`src/hw/rtl/efv_pkg.sv`:
```
// ----------------------------------------------------------------------------
// efv_pkg
// shared types, codes and checksum helper for the frame validator
// ----------------------------------------------------------------------------
`default_nettype none

package efv_pkg;

  localparam int unsigned MaxFrameBytes = 16384;
  localparam int unsigned LenW          = 15;
  localparam logic [LenW-1:0] MAX_LEN   = LenW'(MaxFrameBytes);

  localparam logic [15:0] ETH_IPV4 = 16'h0800;
  localparam logic [15:0] ETH_ARP  = 16'h0806;
  localparam logic [7:0]  PROT_TCP = 8'd6;
  localparam logic [7:0]  PROT_UDP = 8'd17;

  typedef enum logic [4:0] {
    ST_OK            = 5'd0,
    ST_ETH_SHORT     = 5'd1,
    ST_BAD_ETYPE     = 5'd2,
    ST_ARP_TRUNC     = 5'd3,
    ST_ARP_HTYPE     = 5'd4,
    ST_ARP_PTYPE     = 5'd5,
    ST_ARP_HLEN      = 5'd6,
    ST_ARP_PLEN      = 5'd7,
    ST_ARP_OPCODE    = 5'd8,
    ST_ARP_ADDR      = 5'd9,
    ST_ARP_BCAST     = 5'd10,
    ST_IP_SHORT      = 5'd11,
    ST_IP_VERSION    = 5'd12,
    ST_IP_IHL        = 5'd13,
    ST_IP_HDR_LONG   = 5'd14,
    ST_IP_TLEN_SMALL = 5'd15,
    ST_IP_TLEN_LONG  = 5'd16,
    ST_IP_CSUM       = 5'd17,
    ST_L4_UNSUP      = 5'd18,
    ST_TCP_SHORT     = 5'd19,
    ST_TCP_OFFSET    = 5'd20,
    ST_TCP_HDR_LONG  = 5'd21,
    ST_TCP_CSUM      = 5'd22,
    ST_UDP_SHORT     = 5'd23,
    ST_UDP_LEN_SMALL = 5'd24,
    ST_UDP_LEN_LONG  = 5'd25,
    ST_UDP_CSUM      = 5'd26,
    ST_TOO_LONG      = 5'd27
  } status_e;

  typedef enum logic [1:0] {
    KIND_ARP   = 2'd0,
    KIND_IPV4  = 2'd1,
    KIND_OTHER = 2'd2
  } kind_e;

  // per-frame summary handed from parser to checker
  typedef struct packed {
    logic [LenW-1:0] len;
    logic [15:0]     etype;
    logic [3:0]      arp_fault;
    logic            tgt_ones;
    logic [7:0]      vihl;
    logic [15:0]     tlen;
    logic [7:0]      prot;
    logic [15:0]     ip_sum;
    logic [15:0]     ip_rcv;
    logic [15:0]     l4_sum;
    logic [15:0]     l4_rcv;
    logic [15:0]     udp_len;
    logic [3:0]      tcp_words;
  } snap_t;

  localparam int unsigned SnapW = $bits(snap_t);

  // end-around carry add
  function automatic logic [15:0] oc_add(input logic [15:0] a, input logic [15:0] b);
    logic [16:0] s;
    logic [16:0] f;
    s = {1'b0, a} + {1'b0, b};
    f = {1'b0, s[15:0]} + {16'd0, s[16]};
    return f[15:0];
  endfunction

endpackage

`default_nettype wire

```
`src/hw/rtl/efv_front.sv`:
```
// ----------------------------------------------------------------------------
// efv_front
// byte parser: captures header fields and running checksums per frame
// ----------------------------------------------------------------------------
`default_nettype none

module efv_front (
  input  wire logic               clk_i,
  input  wire logic               rst_ni,
  input  wire logic               accept_i,
  input  wire logic [7:0]         data_byte_i,
  input  wire logic               last_byte_i,
  output efv_pkg::snap_t          snap_o,
  output logic                    snap_valid_o
);

  logic [efv_pkg::LenW-1:0] bc_q, bc_d;
  logic [15:0] eth_q, eth_d;
  logic [3:0]  af_q, af_d;
  logic        tgt_q, tgt_d;
  logic [7:0]  vihl_q, vihl_d;
  logic [15:0] tl_q, tl_d;
  logic [7:0]  prot_q, prot_d;
  logic [15:0] ips_q, ips_d;
  logic [15:0] ipr_q, ipr_d;
  logic [15:0] l4_q, l4_d;
  logic [15:0] l4r_q, l4r_d;
  logic [15:0] udp_q, udp_d;
  logic [3:0]  tw_q, tw_d;
  logic [7:0]  pend_q, pend_d;

  logic [efv_pkg::LenW-1:0] i;
  logic [efv_pkg::LenW-1:0] rel;
  logic [15:0] word;
  logic        odd;
  logic [5:0]  hl;
  logic [6:0]  o;
  logic [15:0] l4a;
  logic [15:0] tcp_lim;
  logic [4:0]  cs;
  logic [15:0] rel1;
  logic        is_l4, incl0, incl1;

  always_comb begin
    bc_d = bc_q; eth_d = eth_q; af_d = af_q; tgt_d = tgt_q; vihl_d = vihl_q;
    tl_d = tl_q; prot_d = prot_q; ips_d = ips_q; ipr_d = ipr_q; l4_d = l4_q;
    l4r_d = l4r_q; udp_d = udp_q; tw_d = tw_q; pend_d = pend_q;
    i = bc_q;
    word = {pend_q, data_byte_i};
    odd = i[0];
    hl = '0; o = '0; l4a = l4_q; tcp_lim = '0; cs = '0; rel = '0; rel1 = '0;
    is_l4 = 1'b0; incl0 = 1'b0; incl1 = 1'b0;
    if (i < efv_pkg::MAX_LEN) begin
      if (!odd) pend_d = data_byte_i;
      if (i == 15'd13) eth_d = word;
      // arp field checks
      if (i >= 15'd14 && eth_q == efv_pkg::ETH_ARP) begin
        if (i == 15'd15 && word != 16'd1 && af_d == 4'd0) af_d = 4'(efv_pkg::ST_ARP_HTYPE);
        if (i == 15'd17 && word != efv_pkg::ETH_IPV4 && af_d == 4'd0)
          af_d = 4'(efv_pkg::ST_ARP_PTYPE);
        if (i == 15'd18 && data_byte_i != 8'd6 && af_d == 4'd0)
          af_d = 4'(efv_pkg::ST_ARP_HLEN);
        if (i == 15'd19 && data_byte_i != 8'd4 && af_d == 4'd0)
          af_d = 4'(efv_pkg::ST_ARP_PLEN);
        if (i == 15'd21) begin
          if (word != 16'd1 && word != 16'd2 && af_d == 4'd0)
            af_d = 4'(efv_pkg::ST_ARP_OPCODE);
          if (word != 16'd2) tgt_d = 1'b0;
        end
        if (i >= 15'd32 && i <= 15'd37 && data_byte_i != 8'hFF) tgt_d = 1'b0;
      end
      // ipv4 header and l4 accumulation
      if (i >= 15'd14 && eth_q == efv_pkg::ETH_IPV4) begin
        if (i == 15'd14) vihl_d = data_byte_i;
        hl = {vihl_d[3:0], 2'b00};
        if (odd && i >= 15'd15 && i < (15'd14 + 15'(hl)) && i != 15'd25)
          ips_d = efv_pkg::oc_add(ips_q, word);
        if (i == 15'd25) ipr_d = word;
        if (i == 15'd17) tl_d = word;
        if (i == 15'd23) prot_d = data_byte_i;
        if (odd && i >= 15'd27 && i <= 15'd33) l4a = efv_pkg::oc_add(l4a, word);
        o = 7'd14 + 7'(hl);
        is_l4 = (prot_d == efv_pkg::PROT_TCP) || (prot_d == efv_pkg::PROT_UDP);
        if (i >= 15'(o) && is_l4) begin
          rel = i - 15'(o);
          rel1 = 16'(rel) + 16'd1;
          cs = (prot_d == efv_pkg::PROT_TCP) ? 5'd16 : 5'd6;
          if (prot_d == efv_pkg::PROT_TCP && rel == 15'd12) tw_d = data_byte_i[7:4];
          if (prot_d == efv_pkg::PROT_UDP && rel == 15'd5) udp_d = word;
          tcp_lim = tl_d - 16'(hl);
          if (prot_d == efv_pkg::PROT_TCP) begin
            incl0 = 16'(rel) < tcp_lim;
            incl1 = rel1 < tcp_lim;
          end else begin
            incl0 = (rel < 15'd8) || (16'(rel) < udp_d);
            incl1 = (rel1 < 16'd8) || (rel1 < udp_d);
          end
          if (odd) begin
            if (rel == 15'(cs) + 15'd1) l4r_d = word;
            else if (incl0) l4a = efv_pkg::oc_add(l4a, word);
          end else if (rel != 15'(cs) && incl0 && !incl1) begin
            l4a = efv_pkg::oc_add(l4a, {data_byte_i, 8'h00});
          end
        end
        l4_d = l4a;
      end
    end
    if (bc_q <= efv_pkg::MAX_LEN) bc_d = bc_q + 15'd1;
  end

  always_comb begin
    snap_o.len       = bc_d;
    snap_o.etype     = eth_d;
    snap_o.arp_fault = af_d;
    snap_o.tgt_ones  = tgt_d;
    snap_o.vihl      = vihl_d;
    snap_o.tlen      = tl_d;
    snap_o.prot      = prot_d;
    snap_o.ip_sum    = ips_d;
    snap_o.ip_rcv    = ipr_d;
    snap_o.l4_sum    = l4_d;
    snap_o.l4_rcv    = l4r_d;
    snap_o.udp_len   = udp_d;
    snap_o.tcp_words = tw_d;
    snap_valid_o     = accept_i && last_byte_i;
  end

  always_ff @(posedge clk_i or negedge rst_ni) begin
    if (!rst_ni) begin
      bc_q <= '0; eth_q <= '0; af_q <= '0; tgt_q <= 1'b1; vihl_q <= '0; tl_q <= '0;
      prot_q <= '0; ips_q <= '0; ipr_q <= '0; l4_q <= '0; l4r_q <= '0; udp_q <= '0;
      tw_q <= '0; pend_q <= '0;
    end else if (accept_i) begin
      if (last_byte_i) begin
        // frame done, start clean
        bc_q <= '0; eth_q <= '0; af_q <= '0; tgt_q <= 1'b1; vihl_q <= '0; tl_q <= '0;
        prot_q <= '0; ips_q <= '0; ipr_q <= '0; l4_q <= '0; l4r_q <= '0; udp_q <= '0;
        tw_q <= '0; pend_q <= '0;
      end else begin
        bc_q <= bc_d; eth_q <= eth_d; af_q <= af_d; tgt_q <= tgt_d; vihl_q <= vihl_d;
        tl_q <= tl_d; prot_q <= prot_d; ips_q <= ips_d; ipr_q <= ipr_d; l4_q <= l4_d;
        l4r_q <= l4r_d; udp_q <= udp_d; tw_q <= tw_d; pend_q <= pend_d;
      end
    end
  end

endmodule

`default_nettype wire

```
`src/hw/rtl/efv_fifo.sv`:
```
// ----------------------------------------------------------------------------
// efv_fifo
// small queue of frame summaries between parser and checker
// ----------------------------------------------------------------------------
`default_nettype none

module efv_fifo (
  input  wire logic                      clk_i,
  input  wire logic                      rst_ni,
  input  wire logic                      wr_i,
  input  wire logic [efv_pkg::SnapW-1:0] wdata_i,
  input  wire logic                      rd_i,
  output logic [efv_pkg::SnapW-1:0]      rdata_o,
  output logic                           full_o,
  output logic                           empty_o
);

  logic [efv_pkg::SnapW-1:0] mem_q [4];
  logic [1:0] wp_q, rp_q;
  logic [2:0] cnt_q;

  assign full_o  = cnt_q == 3'd4;
  assign empty_o = cnt_q == 3'd0;
  assign rdata_o = mem_q[rp_q];

  always_ff @(posedge clk_i) begin
    if (wr_i) mem_q[wp_q] <= wdata_i;
  end

  always_ff @(posedge clk_i or negedge rst_ni) begin
    if (!rst_ni) begin
      wp_q <= '0; rp_q <= '0; cnt_q <= '0;
    end else begin
      if (wr_i) wp_q <= wp_q + 2'd1;
      if (rd_i) rp_q <= rp_q + 2'd1;
      cnt_q <= cnt_q + {2'b00, wr_i} - {2'b00, rd_i};
    end
  end

  a_no_overflow: assert property (@(posedge clk_i) disable iff (!rst_ni)
    !(wr_i && full_o)) else $error("summary queue overflow");
  a_no_underflow: assert property (@(posedge clk_i) disable iff (!rst_ni)
    !(rd_i && empty_o)) else $error("summary queue underflow");
  a_cnt_range: assert property (@(posedge clk_i) disable iff (!rst_ni)
    cnt_q <= 3'd4) else $error("summary queue count out of range");

endmodule

`default_nettype wire

```
`src/hw/rtl/efv_back.sv`:
```
// ----------------------------------------------------------------------------
// efv_back
// checker: ordered checks on a frame summary, registered result
// ----------------------------------------------------------------------------
`default_nettype none

module efv_back (
  input  wire logic                       clk_i,
  input  wire logic                       rst_ni,
  input  efv_pkg::snap_t                  snap_i,
  input  wire logic                       snap_avail_i,
  output logic                            snap_take_o,
  input  wire logic                       pop_i,
  output logic                            valid_o,
  output logic [4:0]                      status_o,
  output logic [1:0]                      kind_o,
  output logic [efv_pkg::LenW-1:0]        len_o
);

  logic                     valid_q;
  logic [4:0]               status_q;
  logic [1:0]               kind_q;
  logic [efv_pkg::LenW-1:0] len_q;

  efv_pkg::status_e         st;
  efv_pkg::kind_e           kd;
  logic [efv_pkg::LenW-1:0] ln;
  logic [16:0] len17, hl17, o17, dlen17;
  logic [5:0]  hl;
  logic [15:0] tcp_s, udp_s, seg;

  always_comb begin
    len17  = 17'(snap_i.len);
    hl     = {snap_i.vihl[3:0], 2'b00};
    hl17   = 17'(hl);
    o17    = 17'd14 + hl17;
    dlen17 = 17'(snap_i.tcp_words) << 2;
    seg    = snap_i.tlen - 16'(hl);
    tcp_s  = efv_pkg::oc_add(efv_pkg::oc_add(snap_i.l4_sum, 16'(snap_i.prot)), seg);
    udp_s  = efv_pkg::oc_add(efv_pkg::oc_add(snap_i.l4_sum, 16'(snap_i.prot)),
                             snap_i.udp_len);
    ln = snap_i.len;
    st = efv_pkg::ST_OK;
    if (snap_i.len > efv_pkg::MAX_LEN) begin
      st = efv_pkg::ST_TOO_LONG;
      ln = efv_pkg::MAX_LEN;
    end else if (len17 < 17'd14) begin
      st = efv_pkg::ST_ETH_SHORT;
    end else if (snap_i.etype == efv_pkg::ETH_ARP) begin
      if (len17 < 17'd22) st = efv_pkg::ST_ARP_TRUNC;
      else if (snap_i.arp_fault != 4'd0) st = efv_pkg::status_e'(5'(snap_i.arp_fault));
      else if (len17 < 17'd42) st = efv_pkg::ST_ARP_ADDR;
      else if (snap_i.tgt_ones) st = efv_pkg::ST_ARP_BCAST;
    end else if (snap_i.etype != efv_pkg::ETH_IPV4) begin
      st = efv_pkg::ST_BAD_ETYPE;
    end else if (len17 < 17'd34) begin
      st = efv_pkg::ST_IP_SHORT;
    end else if (snap_i.vihl[7:4] != 4'd4) begin
      st = efv_pkg::ST_IP_VERSION;
    end else if (snap_i.vihl[3:0] < 4'd5) begin
      st = efv_pkg::ST_IP_IHL;
    end else if (len17 < o17) begin
      st = efv_pkg::ST_IP_HDR_LONG;
    end else if (17'(snap_i.tlen) < hl17) begin
      st = efv_pkg::ST_IP_TLEN_SMALL;
    end else if (17'(snap_i.tlen) > len17 - 17'd14) begin
      st = efv_pkg::ST_IP_TLEN_LONG;
    end else if (~snap_i.ip_sum != snap_i.ip_rcv) begin
      st = efv_pkg::ST_IP_CSUM;
    end else if (snap_i.prot == efv_pkg::PROT_TCP) begin
      if (len17 < o17 + 17'd20) st = efv_pkg::ST_TCP_SHORT;
      else if (snap_i.tcp_words < 4'd5) st = efv_pkg::ST_TCP_OFFSET;
      else if (len17 < o17 + dlen17) st = efv_pkg::ST_TCP_HDR_LONG;
      else if (~tcp_s != snap_i.l4_rcv) st = efv_pkg::ST_TCP_CSUM;
    end else if (snap_i.prot == efv_pkg::PROT_UDP) begin
      if (len17 < o17 + 17'd8) st = efv_pkg::ST_UDP_SHORT;
      else if (snap_i.udp_len < 16'd8) st = efv_pkg::ST_UDP_LEN_SMALL;
      else if (17'(snap_i.udp_len) > len17 - o17) st = efv_pkg::ST_UDP_LEN_LONG;
      else if (snap_i.l4_rcv != 16'd0 && ~udp_s != snap_i.l4_rcv)
        st = efv_pkg::ST_UDP_CSUM;
    end else begin
      st = efv_pkg::ST_L4_UNSUP;
    end
    if (len17 < 17'd14) kd = efv_pkg::KIND_OTHER;
    else if (snap_i.etype == efv_pkg::ETH_ARP) kd = efv_pkg::KIND_ARP;
    else if (snap_i.etype == efv_pkg::ETH_IPV4) kd = efv_pkg::KIND_IPV4;
    else kd = efv_pkg::KIND_OTHER;
  end

  assign snap_take_o = snap_avail_i && (!valid_q || pop_i);

  always_ff @(posedge clk_i or negedge rst_ni) begin
    if (!rst_ni) begin
      valid_q <= 1'b0;
    end else if (snap_take_o) begin
      valid_q <= 1'b1;
    end else if (pop_i) begin
      valid_q <= 1'b0;
    end
  end

  always_ff @(posedge clk_i) begin
    if (snap_take_o) begin
      status_q <= st;
      kind_q   <= kd;
      len_q    <= ln;
    end
  end

  assign valid_o  = valid_q;
  assign status_o = status_q;
  assign kind_o   = kind_q;
  assign len_o    = len_q;

endmodule

`default_nettype wire

```
`src/hw/rtl/eth_arp_ipv4_l4_frame_validator.sv`:
```
// ----------------------------------------------------------------------------
// eth_arp_ipv4_l4_frame_validator
// streaming ethernet / arp / ipv4 / tcp / udp frame checker
// ----------------------------------------------------------------------------
// input channel: one frame byte per transaction (push, full), last_byte_i set
//   on the final byte; bytes are taken one per cycle while full is low
// result channel: one status transaction per frame (empty, pop), carrying the
//   status code, frame kind and saturated frame length
// result path: taking a frame's last byte writes its summary into the queue,
//   and the checker registers its result when the result register is free or being popped
// throughput: 1 byte per cycle while full is low; the parser handles each byte
//   with a compare and up to two end-around adds
// a 4-deep summary queue sits between the parser and the checker; full only
//   rises when 4 frame summaries plus the result register are all waiting,
//   i.e. when the result side has stalled for several whole frames
// reset clears the parser state, the queue and the result register
// bytes past the maximum frame size are not parsed, and the byte count stops
//   just above that size; such a frame reports frame too long
// ----------------------------------------------------------------------------
`default_nettype none

module eth_arp_ipv4_l4_frame_validator (
  input  wire logic                          clk_i,
  input  wire logic                          rst_ni,
  input  wire logic                          push,
  output logic                               full,
  input  wire logic [7:0]                    data_byte_i,
  input  wire logic                          last_byte_i,
  output logic                               empty,
  input  wire logic                          pop,
  output logic [4:0]                         status_o,
  output logic [1:0]                         frame_kind_o,
  output logic [efv_pkg::LenW-1:0]           frame_length_o
);

  logic                      accept;
  efv_pkg::snap_t            snap_wr;
  efv_pkg::snap_t            snap_rd;
  logic                      snap_wr_en;
  logic [efv_pkg::SnapW-1:0] rd_bits;
  logic                      q_full, q_empty, q_take;
  logic                      res_valid;

  // byte transaction happens when the summary queue has room
  assign accept = push && !full;
  assign full   = q_full;

  efv_front u_front (
    .clk_i        (clk_i),
    .rst_ni       (rst_ni),
    .accept_i     (accept),
    .data_byte_i  (data_byte_i),
    .last_byte_i  (last_byte_i),
    .snap_o       (snap_wr),
    .snap_valid_o (snap_wr_en)
  );

  efv_fifo u_fifo (
    .clk_i   (clk_i),
    .rst_ni  (rst_ni),
    .wr_i    (snap_wr_en),
    .wdata_i (snap_wr),
    .rd_i    (q_take),
    .rdata_o (rd_bits),
    .full_o  (q_full),
    .empty_o (q_empty)
  );

  assign snap_rd = efv_pkg::snap_t'(rd_bits);

  efv_back u_back (
    .clk_i        (clk_i),
    .rst_ni       (rst_ni),
    .snap_i       (snap_rd),
    .snap_avail_i (!q_empty),
    .snap_take_o  (q_take),
    .pop_i        (pop && !empty),
    .valid_o      (res_valid),
    .status_o     (status_o),
    .kind_o       (frame_kind_o),
    .len_o        (frame_length_o)
  );

  assign empty = !res_valid;

endmodule

`default_nettype wire

```
`config.mk`:
```
export PLATFORM = sky130hd
export DESIGN_NAME = eth_arp_ipv4_l4_frame_validator
export DESIGN_NICKNAME = d
export VERILOG_FILES = /design/src/hw/rtl/efv_pkg.sv /design/src/hw/rtl/efv_front.sv /design/src/hw/rtl/efv_fifo.sv /design/src/hw/rtl/efv_back.sv /design/src/hw/rtl/eth_arp_ipv4_l4_frame_validator.sv
export SDC_FILE = /design/constraint.sdc
export NUM_CORES = 2
export LEC_CHECK = 0
export ABC_AREA = 1
export BUFFER_PORTS_ARGS = -buffer_cell sky130_fd_sc_hd__buf_2
export CAP_MARGIN = 25
export CORE_AREA = 2 2 399 401
export DETAILED_ROUTE_END_ITERATION = 10
export DIE_AREA = 0 0 401 403
export PLACE_DENSITY = 0.43
export REMOVE_ABC_BUFFERS = 1
export SLEW_MARGIN = 20
export SYNTH_ARGS = -nofsm -noshare
export SYNTH_HDL_FRONTEND = slang
export SYNTH_SLANG_ARGS = --single-unit
```
`constraint.sdc`:
```
create_clock -name clk_i -period 8.6 [get_ports clk_i]
set_input_delay 1.72 -clock clk_i [delete_from_list [all_inputs] [get_ports clk_i]]
set_output_delay 1.72 -clock clk_i [all_outputs]
set_load 0.005 [all_outputs]
```
==> results by group <==
Global route
  – Initial antenna violation count: 14
  – Vias in the first global route: 37400
  – Total track usage: around a fifth
  – Largest net degree at the start of global routing: roughly 110
  – Grt ovf: 0
  – First-pass GRT wire length: 239000 um

Yosys
  – Synth Area in Compound Gates: about 12%
  – Most common cell in the netlist: nand2_1
  – Post-synthesis async set-or-reset flop share: approximately a fifth
  – Post-synthesis xor/xnor area fraction: approximately 4.2%
  – Mux share of post-synthesis cell area: 0%
  – Synth Area in Simple Gates: 20.0%
  – Area leader, netlist: edfxtp_1
  – Mapped Area: about 47000 um^2
  – Largest family of logic cells by synthesized area: simple AND/OR/NAND/NOR gates
  – Synthesis Warnings: 0
  – EDFF count, synth: 630
  – Seq/Total Area, Yosys: 49.2%
  – Dominant synthesized flop cell: edfxtp_1
  – Synthesized area per cell: between 8 and 9 um^2
  – Synth top area cells: edfxtp_1 40%, nand2_1 10%, dfrtp_1 8.9%, ha_1 6.7%, inv_1 5.3%
  – Post-synth top area share: just over 40%
  – Post-synthesis adder-cell area fraction: 7.25%
  – Register bit total from synthesis: 798
  – Mapped Cells: 5364
  – Top cells by count, synth: 1288 x nand2_1, 669 x inv_1, 630 x edfxtp_1, 403 x o21ai_0, 401 x nor2_1
  – Synth cell types: 68

Cells and area
  – Final instance area: approximately 58000 um^2
  – Share of the core filled with cells: around 37%
  – Share of cells above drive strength 1: ~18%
  – P&R area growth vs syn: 22.8%
  – Final nets: slightly above 6000

Power and ir drop
  – Worst vdd ir: 441 uV
  – Power per cell area: around 420 nW/um^2
  – Leak: 0.0250 uW

Clock network
  – CTS Root Buffer Type: clkbuf_16
  – Bufs on Longest Clock Path: 3
  – Worst skew pair latency: approximately 0.73 ns
  – Clock transition at the registers of the reported paths: 0.06 ns
  – CTS tree: built
  – Hold-fix buffers, CTS: 0
  – Total CTS buffers: slightly above 90
  – TritonCTS Sinks: 798
  – H-tree levels: 3

Setup path
  – Worst EP required: between 9 and 10 ns
  – CP max stage cell: fa_2
  – Kind of critical path: in2reg
  – Max stage delay on crit path: 0.40 ns
  – Cell family with most CP delay: simple AND/OR/NAND/NOR gates
  – WP buf/inv: 5
  – CP dominant cell by count: nand2_1
  – CP Launch Point: data_byte_i[0]
  – R2r startpoint: u_fifo.rp_q[0]
  – Reg-to-reg setup timing slack: 0.45 ns
  – Worst-path fanout max: 4
  – Crit start category: input pin
  – Worst Reg2Reg Path Length in Cells: 59
  – Capture point of the worst path: u_fifo.mem_q[2][51]
  – FF-to-FF End: u_back.status_o[4]
  – Worst EP arrival: about 9.0 ns
  – Worst setup EP type: register
  – WP depth: just over 60

Routing
  – Drt wl/cell: between 15 and 20 um
  – Initial detailed-routing violation count: approximately 2900
  – Routed WL: 160000 um
  – Vias post-DR: about 39000
  – DRC errors left: 0
  – DRT Pass-1 Iters: 5
  – Via density: between 4 and 5
  – Final antenna-violating net count: 0

Placement
  – I/O Buffers: 36
  – GPL Wtd Cong: a little under 0.9
  – HPWL after DPL: between 100000 and 150000 um
  – Dpl cell area: ~53000 um^2

Job
  – Max-Cap Viols: 0

Timing
  – Min cycle time layout: about 8.6 ns
  – Final Skew: between 0.05 and 0.06 ns
  – Slew Limit Fails: 0
  – Slew HR: 31.0%
  – Fmax: 0.117 GHz
  – Setup repair after global routing missed its margin: yes
  – Final setup vio count: 0
  – Tcrit/Tclk final: ~100%
  – Worst-Margin Slew: between 1 and 1.5 ns
  – Final hold viol count: 0

Floorplan
  – Chip width: between 400 and 500 um
  – Initial Util: 29.9%
  – Row count: around 150
  – Die Area: roughly 160000 um^2
  – # IOs: 37
  – Core area: between 150000 and 200000 um^2
  – Die extent in y: about 400 um

Run status
  – Status: finished clean

Hold path
  – Worst Hold Class: reg2reg
## cell usage in the layout, fill, tap and decap left out, drive strengths merged, types with 11 or more instances in the layout
cell	n
a211oi	16
a21oi	273
a31oi	11
a32o	18
a32oi	52
buf	566
clkbuf	129
clkinv	38
dfrtp	167
edfxtp	630
fa	14
ha	250
inv	683
nand2	1302
nand3	281
nand3b	18
nand4	63
nor2	411
nor3	58
nor4	43
o211ai	12
o21ai	428
o21bai	21
o22ai	108
or2	33
xnor2	54
xor2	170
## worst register-to-register path, delay by kind of cell (launching register included)
family | cells | cell delay (ns)
AO/OA/AOI/OAI | 5 | 0.64
XOR/XNOR | 2 | 0.28
adder cells (fa/ha/maj) | 6 | 1.34
buffers and inverters | 6 | 0.59
flip-flops | 1 | 0.55
AND/OR/NAND/NOR | 40 | 4.54
## layout make-up
class	count	area, um^2
inverter	683	2580
antenna	3	7.51
tap	2072	2590
fill	16100	99700
timing repair buffer	567	4360
clock inverter	47	546
sequential	798	23100
multi-input combinational	3710	21800
clock buffer	128	2680
## state kept, by name, indices dropped and copies added, names as in the netlist, 15 cells and up
register / cells
u_back.len_o: 15
u_fifo.mem_q: 608
u_front.bc_q: 15
u_front.eth_q: 16
u_front.ipr_q: 16
u_front.ips_q: 16
u_front.l4_q: 16
u_front.l4r_q: 16
u_front.tl_q: 16
u_front.udp_q: 16
## worst min-delay path by stage
stage	start	end	cells after the start
global route	u_front.ipr_q[9]	u_front.ipr_q[9]	2
global placement	u_front.vihl_q[4]	u_front.vihl_q[4]	2
finish	u_front.vihl_q[4]	u_front.vihl_q[4]	2
floorplan	u_front.ipr_q[0]	u_front.ipr_q[0]	2
CTS	u_front.ipr_q[10]	u_front.ipr_q[10]	2
detailed placement	u_front.ipr_q[15]	u_front.ipr_q[15]	2
## power breakdown
group / internal (uW) / switching [uW]
combinational: 6230 / 9390
sequential: 4580 / 138
clock: 2450 / 1720
total: 13300 / 11200
## what timing repair did
item / 4_1_cts / 5_1_grt
setup buffers: 69 / 37
gates cloned: 0 / 0
setup endpoints to repair: 49 / 54
resized for setup: 94 / 224
pin swaps: 40 / 187
## per-stage QoR
stage | setup slack, ns | hold WS (ns) | power (uW) | TNS [ns] | cells
2_1_floorplan | -9.13 | 0.448 | 13500 | -2420.20 | 5191
4_1_cts | 0.00160 | 0.483 | 23500 | 0 | 7980
3_5_place_dp | -1.67 | 0.469 | 19100 | -72.40 | 7738
3_3_place_gp | -1.54 | 0.461 | 19000 | -63.68 | 7736
6_report | 0.0311 | 0.479 | 24500 | 0 | 8008
5_1_grt | -0.493 | 0.508 | 26600 | -11.70 | 8006
## cell families after synthesis
| group | count (synthesis) |
|---|---|
| buffers and inverters | 856 |
| AOI/OAI and AO/OA | 997 |
| xor gates and xnor gates | 224 |
| adders and majority gates | 264 |
| DFF | 798 |
| and+or+nand+nor | 2225 |
## layer usage
metal	part of all wire [%]	track usage, %	wire length, um
met1	49	27.8	77500
met2	45	31.4	72500
met3	3.5	1.96	5620
met4	2.5	5.14	4050
met5	0	0	0
Note: power is estimated with default switching activity, not from simulation.
